===== src/csm_pkg.sv =====
`timescale 1ns / 1ps
package csm_pkg;

    localparam int unsigned ACC_W      = 48;
    localparam int unsigned ELEM_W     = 16;
    localparam int unsigned PROD_W     = 2 * ACC_W;
    localparam int unsigned HALF_W     = ACC_W / 2;
    localparam int unsigned SQRT_STEPS = ACC_W;
    localparam int unsigned DVD_W      = ACC_W + 15;
    localparam int unsigned DIV_STEPS  = DVD_W;
    localparam int unsigned MUL_STEPS  = 4;
    localparam int unsigned CNT_W      = 6;

    localparam logic signed [ELEM_W-1:0] THRESH_RESET = 16'sd22938;

    typedef enum logic [2:0] {
        ST_ACCUM,
        ST_MUL,
        ST_SQRT,
        ST_DIV,
        ST_DONE
    } csm_state_t;

    typedef struct packed {
        logic       acc_en;
        logic       mul_en;
        logic [1:0] mul_idx;
        logic       sqrt_init;
        logic       sqrt_en;
        logic       div_init;
        logic       div_en;
        logic       load_out;
    } csm_cmd_t;

    typedef struct packed {
        logic out_free;
    } csm_status_t;

endpackage


===== src/csm_ctrl.sv =====
`timescale 1ns / 1ps
module csm_ctrl (
    input  logic                 clk,
    input  logic                 rst_n,
    input  logic                 in_valid,
    input  logic                 in_last,
    output logic                 in_ready,
    input  csm_pkg::csm_status_t status,
    output csm_pkg::csm_cmd_t    cmd
);
    import csm_pkg::*;

    csm_state_t       state_reg, state_next;
    logic [CNT_W-1:0] cnt_reg, cnt_next;

    always_ff @(posedge clk or negedge rst_n)
    begin
        if (!rst_n)
        begin
            state_reg <= ST_ACCUM;
            cnt_reg   <= '0;
        end
        else
        begin
            state_reg <= state_next;
            cnt_reg   <= cnt_next;
        end
    end

    always_comb
    begin
        state_next = state_reg;
        cnt_next   = cnt_reg;
        cmd        = '0;
        in_ready   = 1'b0;
        cmd.mul_idx = cnt_reg[1:0];
        case (state_reg)
            ST_ACCUM:
            begin
                in_ready   = 1'b1;
                cmd.acc_en = in_valid;
                if (in_valid && in_last)
                begin
                    state_next = ST_MUL;
                    cnt_next   = '0;
                end
            end
            ST_MUL:
            begin
                cmd.mul_en = 1'b1;
                if (cnt_reg == CNT_W'(MUL_STEPS - 1))
                begin
                    cmd.sqrt_init = 1'b1;
                    state_next    = ST_SQRT;
                    cnt_next      = '0;
                end
                else
                    cnt_next = cnt_reg + 1'b1;
            end
            ST_SQRT:
            begin
                cmd.sqrt_en = 1'b1;
                if (cnt_reg == CNT_W'(SQRT_STEPS - 1))
                begin
                    cmd.div_init = 1'b1;
                    state_next   = ST_DIV;
                    cnt_next     = '0;
                end
                else
                    cnt_next = cnt_reg + 1'b1;
            end
            ST_DIV:
            begin
                cmd.div_en = 1'b1;
                if (cnt_reg == CNT_W'(DIV_STEPS - 1))
                begin
                    state_next = ST_DONE;
                    cnt_next   = '0;
                end
                else
                    cnt_next = cnt_reg + 1'b1;
            end
            ST_DONE:
            begin
                if (status.out_free)
                begin
                    cmd.load_out = 1'b1;
                    state_next   = ST_ACCUM;
                end
            end
            default:
                state_next = ST_ACCUM;
        endcase
    end
endmodule


===== config.mk =====
export PLATFORM = sky130hd
export DESIGN_NAME = csm_ctrl
export DESIGN_NICKNAME = d
export VERILOG_FILES = /design/src/csm_pkg.sv /design/src/csm_ctrl.sv
export SDC_FILE = /design/constraint.sdc
export NUM_CORES = 1
export LEC_CHECK = 0
export BUFFER_PORTS_ARGS = -buffer_cell sky130_fd_sc_hd__buf_2
export CAP_MARGIN = 20
export CORE_AREA = 2 2 39 41
export CTS_CLUSTER_DIAMETER = 100
export DETAILED_ROUTE_END_ITERATION = 16
export DIE_AREA = 0 0 41 43
export PLACE_DENSITY = 0.71
export SYNTH_ARGS = -nofsm -noshare
export SYNTH_HDL_FRONTEND = slang
export SYNTH_SLANG_ARGS = --single-unit

===== constraint.sdc =====
create_clock -name clk -period 2.3 [get_ports clk]
set_input_delay 0.46 -clock clk [delete_from_list [all_inputs] [get_ports clk]]
set_output_delay 0.46 -clock clk [all_outputs]
set_load 0.01 [all_outputs]

### Word level (Yosys, flattened, before mapping)

Index checks and enable logic that the tools add are counted.
W data, S select, Z words.

* div/mod/pow operators: 0
* bitwise gates (word level): 0
* $lt $le $gt $ge: 0
* add/subtract/negate cells: 1
* reduce and logical (&&, ||, !) cells: 5
* equal/unequal tests: 12
* shift operators: 0
* multipliers: 0
* multiplexer cells: 21

Operators by type and width (number)
* $mux W6: 4
* $pmux W6 S4: 1
* $mux W3: 5
* $pmux W3 S5: 1
* $eq A6 B6 Y1 const B: 2
* $ne A2 B2 Y1 const B: 5
* $mux W1: 9
* $add A6 B1 Y6 const B: 1
* $eq A3 B2 Y1 const B: 2
* $eq A6 B2 Y1 const B: 1
* $reduce_and A5 Y1: 1
* $reduce_bool A4 Y1: 1
* $eq A3 B1 Y1 const B: 1
* $eq A3 B3 Y1 const B: 1
* $logic_not A3 Y1: 1
* $mux W2: 1
* $reduce_and A2 Y1: 1
* $logic_and A1 B1 Y1: 1

* RAM bits: 0
* output and inout bits: 10
* word-level logic and storage cells: 41
* register bits after elaboration: 9
* ROM bits: 0
* memories: 0
* input bits: 5
* latch bits: 0

### Logic depth before layout (Yosys ltp)

* depth after elaboration: 3
* depth in mapped cells: 6
* depth with buffers taken out: 6

### Least setup slack after synthesis

No wires, ideal clock.

* kind: reg-to-output
* from: register state_reg[2]
* to: output port cmd[2] (netlist name)
* buffers on the path: 1
* data arrival time: 1.209 ns
* required time: 1.840 ns
* path slack: 0.631 ns
* stages on the path, launching flop included: 5
* path through: dfrtp_1 > clkbuf_1 > nor3b_1 > nand2_1 > nor2_1

RTL lines
* start, declared: line csm_ctrl.sv:13 `csm_state_t state_reg, state_next;`
* start signal, assigned: line csm_ctrl.sv:25 `state_reg <= state_next;`
* end, declared: line csm_ctrl.sv:9 `output csm_pkg::csm_cmd_t cmd`

==> results.sh <==
export IMPL_clk_latency_ns=0.27
export IMPL_largest_reg_flops=6
export IMPL_r2r_cells=5
export IMPL_root_buffer="clkbuf_4"
export IMPL_crit_path_top_delay_cell="dfrtp_1"
export IMPL_yosysSeqAreaShare=0.3607
export IMPL_syn_cell_area_um2=624.3
export IMPL_grt_pass1_wl_um=2304
export IMPL_grt_util_all_layers=0.1998
export IMPL_vias=593
export IMPL_synth_flop_cell="dfrtp_1"
export IMPL_period_share=0.8889
export IMPL_area_growth_pct=13.23
export IMPL_timing_rr_end="cnt_reg[4]"
export IMPL_port_buffer_count=14
export IMPL_slowest_delay_ns=0.42
export IMPL_drc_errors=0
export IMPL_cts_setup_buffers=0
export IMPL_critPathLaunch="cnt_reg[0]"
export IMPL_synth_edf_count=0
export IMPL_rsz0062_at_grt="no"
export IMPL_stdcell_count=104
export IMPL_die_h_um=43
export IMPL_vdd_drop_max_mv=0.5381
export IMPL_ys_warn_count=0
export IMPL_gr_total_overflow=0
export IMPL_antenna_found_initial=0
export IMPL_io_pins=15
export IMPL_cts_hold_buf=0
export IMPL_start_util=0.4512
export IMPL_period_minus_slack_ns=2.044
export IMPL_rrSetupSlack_ns=0.34
export IMPL_max_slew_margin=0.6106
export IMPL_cts_tree="done"
export IMPL_dieArea_um2=1763
export IMPL_cp_arrival_ns=1.58
export IMPL_synthArstFlopShare=1.000
export IMPL_grt_pass1_vias=533
export IMPL_core_region_area_um2=1384
export IMPL_crit_path_max_fanout=6
export IMPL_cts_buffers=3
export IMPL_drive_above_1_share=0.2386
export IMPL_diodes=0
export IMPL_crit_type="register to primary output"
export IMPL_finalHoldViolations=0
export IMPL_gp_congestion=0.9163
export IMPL_use_met1=0.2458
export IMPL_die_w_um=41
export IMPL_hold_path_class="primary input to async pin"
export IMPL_timing_final_max_slew_violations=0
export IMPL_wl_um=1377
export IMPL_cp_required_ns=1.84
export IMPL_grt_max_degree=12
export IMPL_crit_chain="ha_1 -> nor2b_1 -> nand2_1 -> nor3_1 -> buf_2"
export IMPL_use_met3=0.06283
export IMPL_tightestPinTransition_ns=0.5792
export IMPL_via_per_inst=5.702
export IMPL_cts_sinks=9
export IMPL_wl_per_cell_um=13.24
export IMPL_clkTransAtPathRegs_ns=0.07
export IMPL_intPower_mw=0.4516
export IMPL_first_pass_iters=4
export IMPL_busiest_layer="met2"
export IMPL_power_switching_mw=0.3972
export IMPL_reg2reg_from="cnt_reg[0]"
export IMPL_switching_share=0.4680
export IMPL_cts_max_level=1
export IMPL_synth_fp_nets=82
export IMPL_p_per_area_nw_per_um2=1201
export IMPL_clock_fmax_mhz=489.1
export IMPL_gr_usage_met2=0.2750
export IMPL_first_iter_violations=11
export IMPL_pwr_share_seq=0.364
export IMPL_worstSetupEndpointType="primary output"
export IMPL_power_share_combinational=0.485
export IMPL_placed_area_um2=679.4
export IMPL_maxCapViolCount=0
export IMPL_fin_area_um2=706.9
export IMPL_cellLeakagePower_nw=0.3202
export IMPL_synth_seq_cells=9
export IMPL_final_antenna_net_count=0
export IMPL_cts_resized=0
export IMPL_hpwl_um=1026
export IMPL_totalNegativeSetupSlack_ns=0
export IMPL_final_net_count=96
export IMPL_setup_viol=0
export IMPL_cp_start_kind="register"
export IMPL_status="completed"
export IMPL_yosysUniqueCellTypes=31
export IMPL_syn_area_per_cell_um2=8.325
export IMPL_p_clk_frac=0.151
export IMPL_floorplan_rows=14
export IMPL_skew_ns=0.006985
export IMPL_ctsLongestPathBuffers=2
export IMPL_synth_cells=75
export IMPL_dp_cells=100
layout by cell type, fill, tap and decap left out, types with 2 or more instances in the layout:
| cell type | count |
|---|---|
| ha_1 | 2 |
| a21oi_1 | 3 |
| nor2_1 | 6 |
| o311ai_0 | 2 |
| clkbuf_4 | 3 |
| inv_1 | 3 |
| o31ai_1 | 2 |
| nor3_1 | 4 |
| dfrtp_1 | 9 |
| nand2_1 | 11 |
| o21ai_0 | 5 |
| nor2b_1 | 2 |
| nand3_1 | 5 |
| buf_2 | 14 |
| o211ai_1 | 2 |
logic make-up after synthesis:
logic type,Yosys count,synth area share
xor+xnor,1,0.01403
buf+inv,8,0.07413
fa+ha+maj,2,0.04007
mux,1,0.01603
flops,9,0.3607
simple gates,36,0.2826
compound gates,18,0.2124
critical path: cells and delay by family, from the launching register on:
family / cells / cell delay, ns
simple gates: 3 / 0.49
fa+ha+maj: 1 / 0.24
buf+inv: 1 / 0.15
flops: 1 / 0.42
stage by stage:
| stage | utilization | setup WS (ns) | power (mW) | hold slack (ns) |
|---|---|---|---|---|
| after CTS | 0.5109 | 0.2306 | 0.8563 | 0.02446 |
| after global placement | 0.4910 | 0.4165 | 0.7113 | 0.3281 |
| after global routing | 0.5109 | 0.05433 | 0.9357 | 0.02608 |
| final | 0.5109 | 0.2555 | 0.8488 | 0.02315 |
| after detailed placement | 0.4910 | 0.2746 | 0.7241 | 0.3227 |
| after floorplan | - | 0.6308 | 0.6258 | 0.1644 |
layer usage:
metal / vias up / wire (µm)
met4: 0 / 39
met5: - / 0
met1: 281 / 588
met3: 5 / 77
li1: 292 / -
met2: 15 / 672
worst max-delay path by stage:
stage | endpoint | depth (start not counted)
floorplan | cmd[2] | 4
finish | cmd[4] | 5
CTS | cmd[4] | 5
global placement | cnt_reg[5] | 5
detailed placement | cnt_reg[4] | 5
global route | cnt_reg[5] | 5
power by group through the flow:
stage	Sequential [mW]	Combinational, mW	Clock [mW]
CTS	0.308	0.417	0.132
detailed placement	0.309	0.415	0
floorplan	0.262	0.364	0
finish	0.309	0.412	0.128
global placement	0.307	0.405	0
global route	0.321	0.475	0.140
cell usage after synthesis, drive strengths merged, types with 2 or more instances:
cell     n  area (µm²)
nor2b    2       12.51
inv      3       11.26
o21ai    5       25.02
buf      4       31.27
a21oi    3       15.01
o211ai   2       15.01
nor3     4       20.02
o31ai    2       15.01
o311ai   2       17.52
and3     2       13.77
and2     2       12.52
nor2     6       22.52
dfrtp    9       225.2
nand3    5       25.02
ha       2       25.02
nand2   11       41.29
cell type report:
class	instances	area (µm²)
fillers	143	676.9
multi-input cells	58	352.8
flip-flops and latches	9	225.2
repair buffers	14	70.07
clock buffers	3	22.52
well taps	16	20.02
inverters	3	11.26
clock inverters	1	5.005
Note: power is estimated with default switching activity, not from simulation.
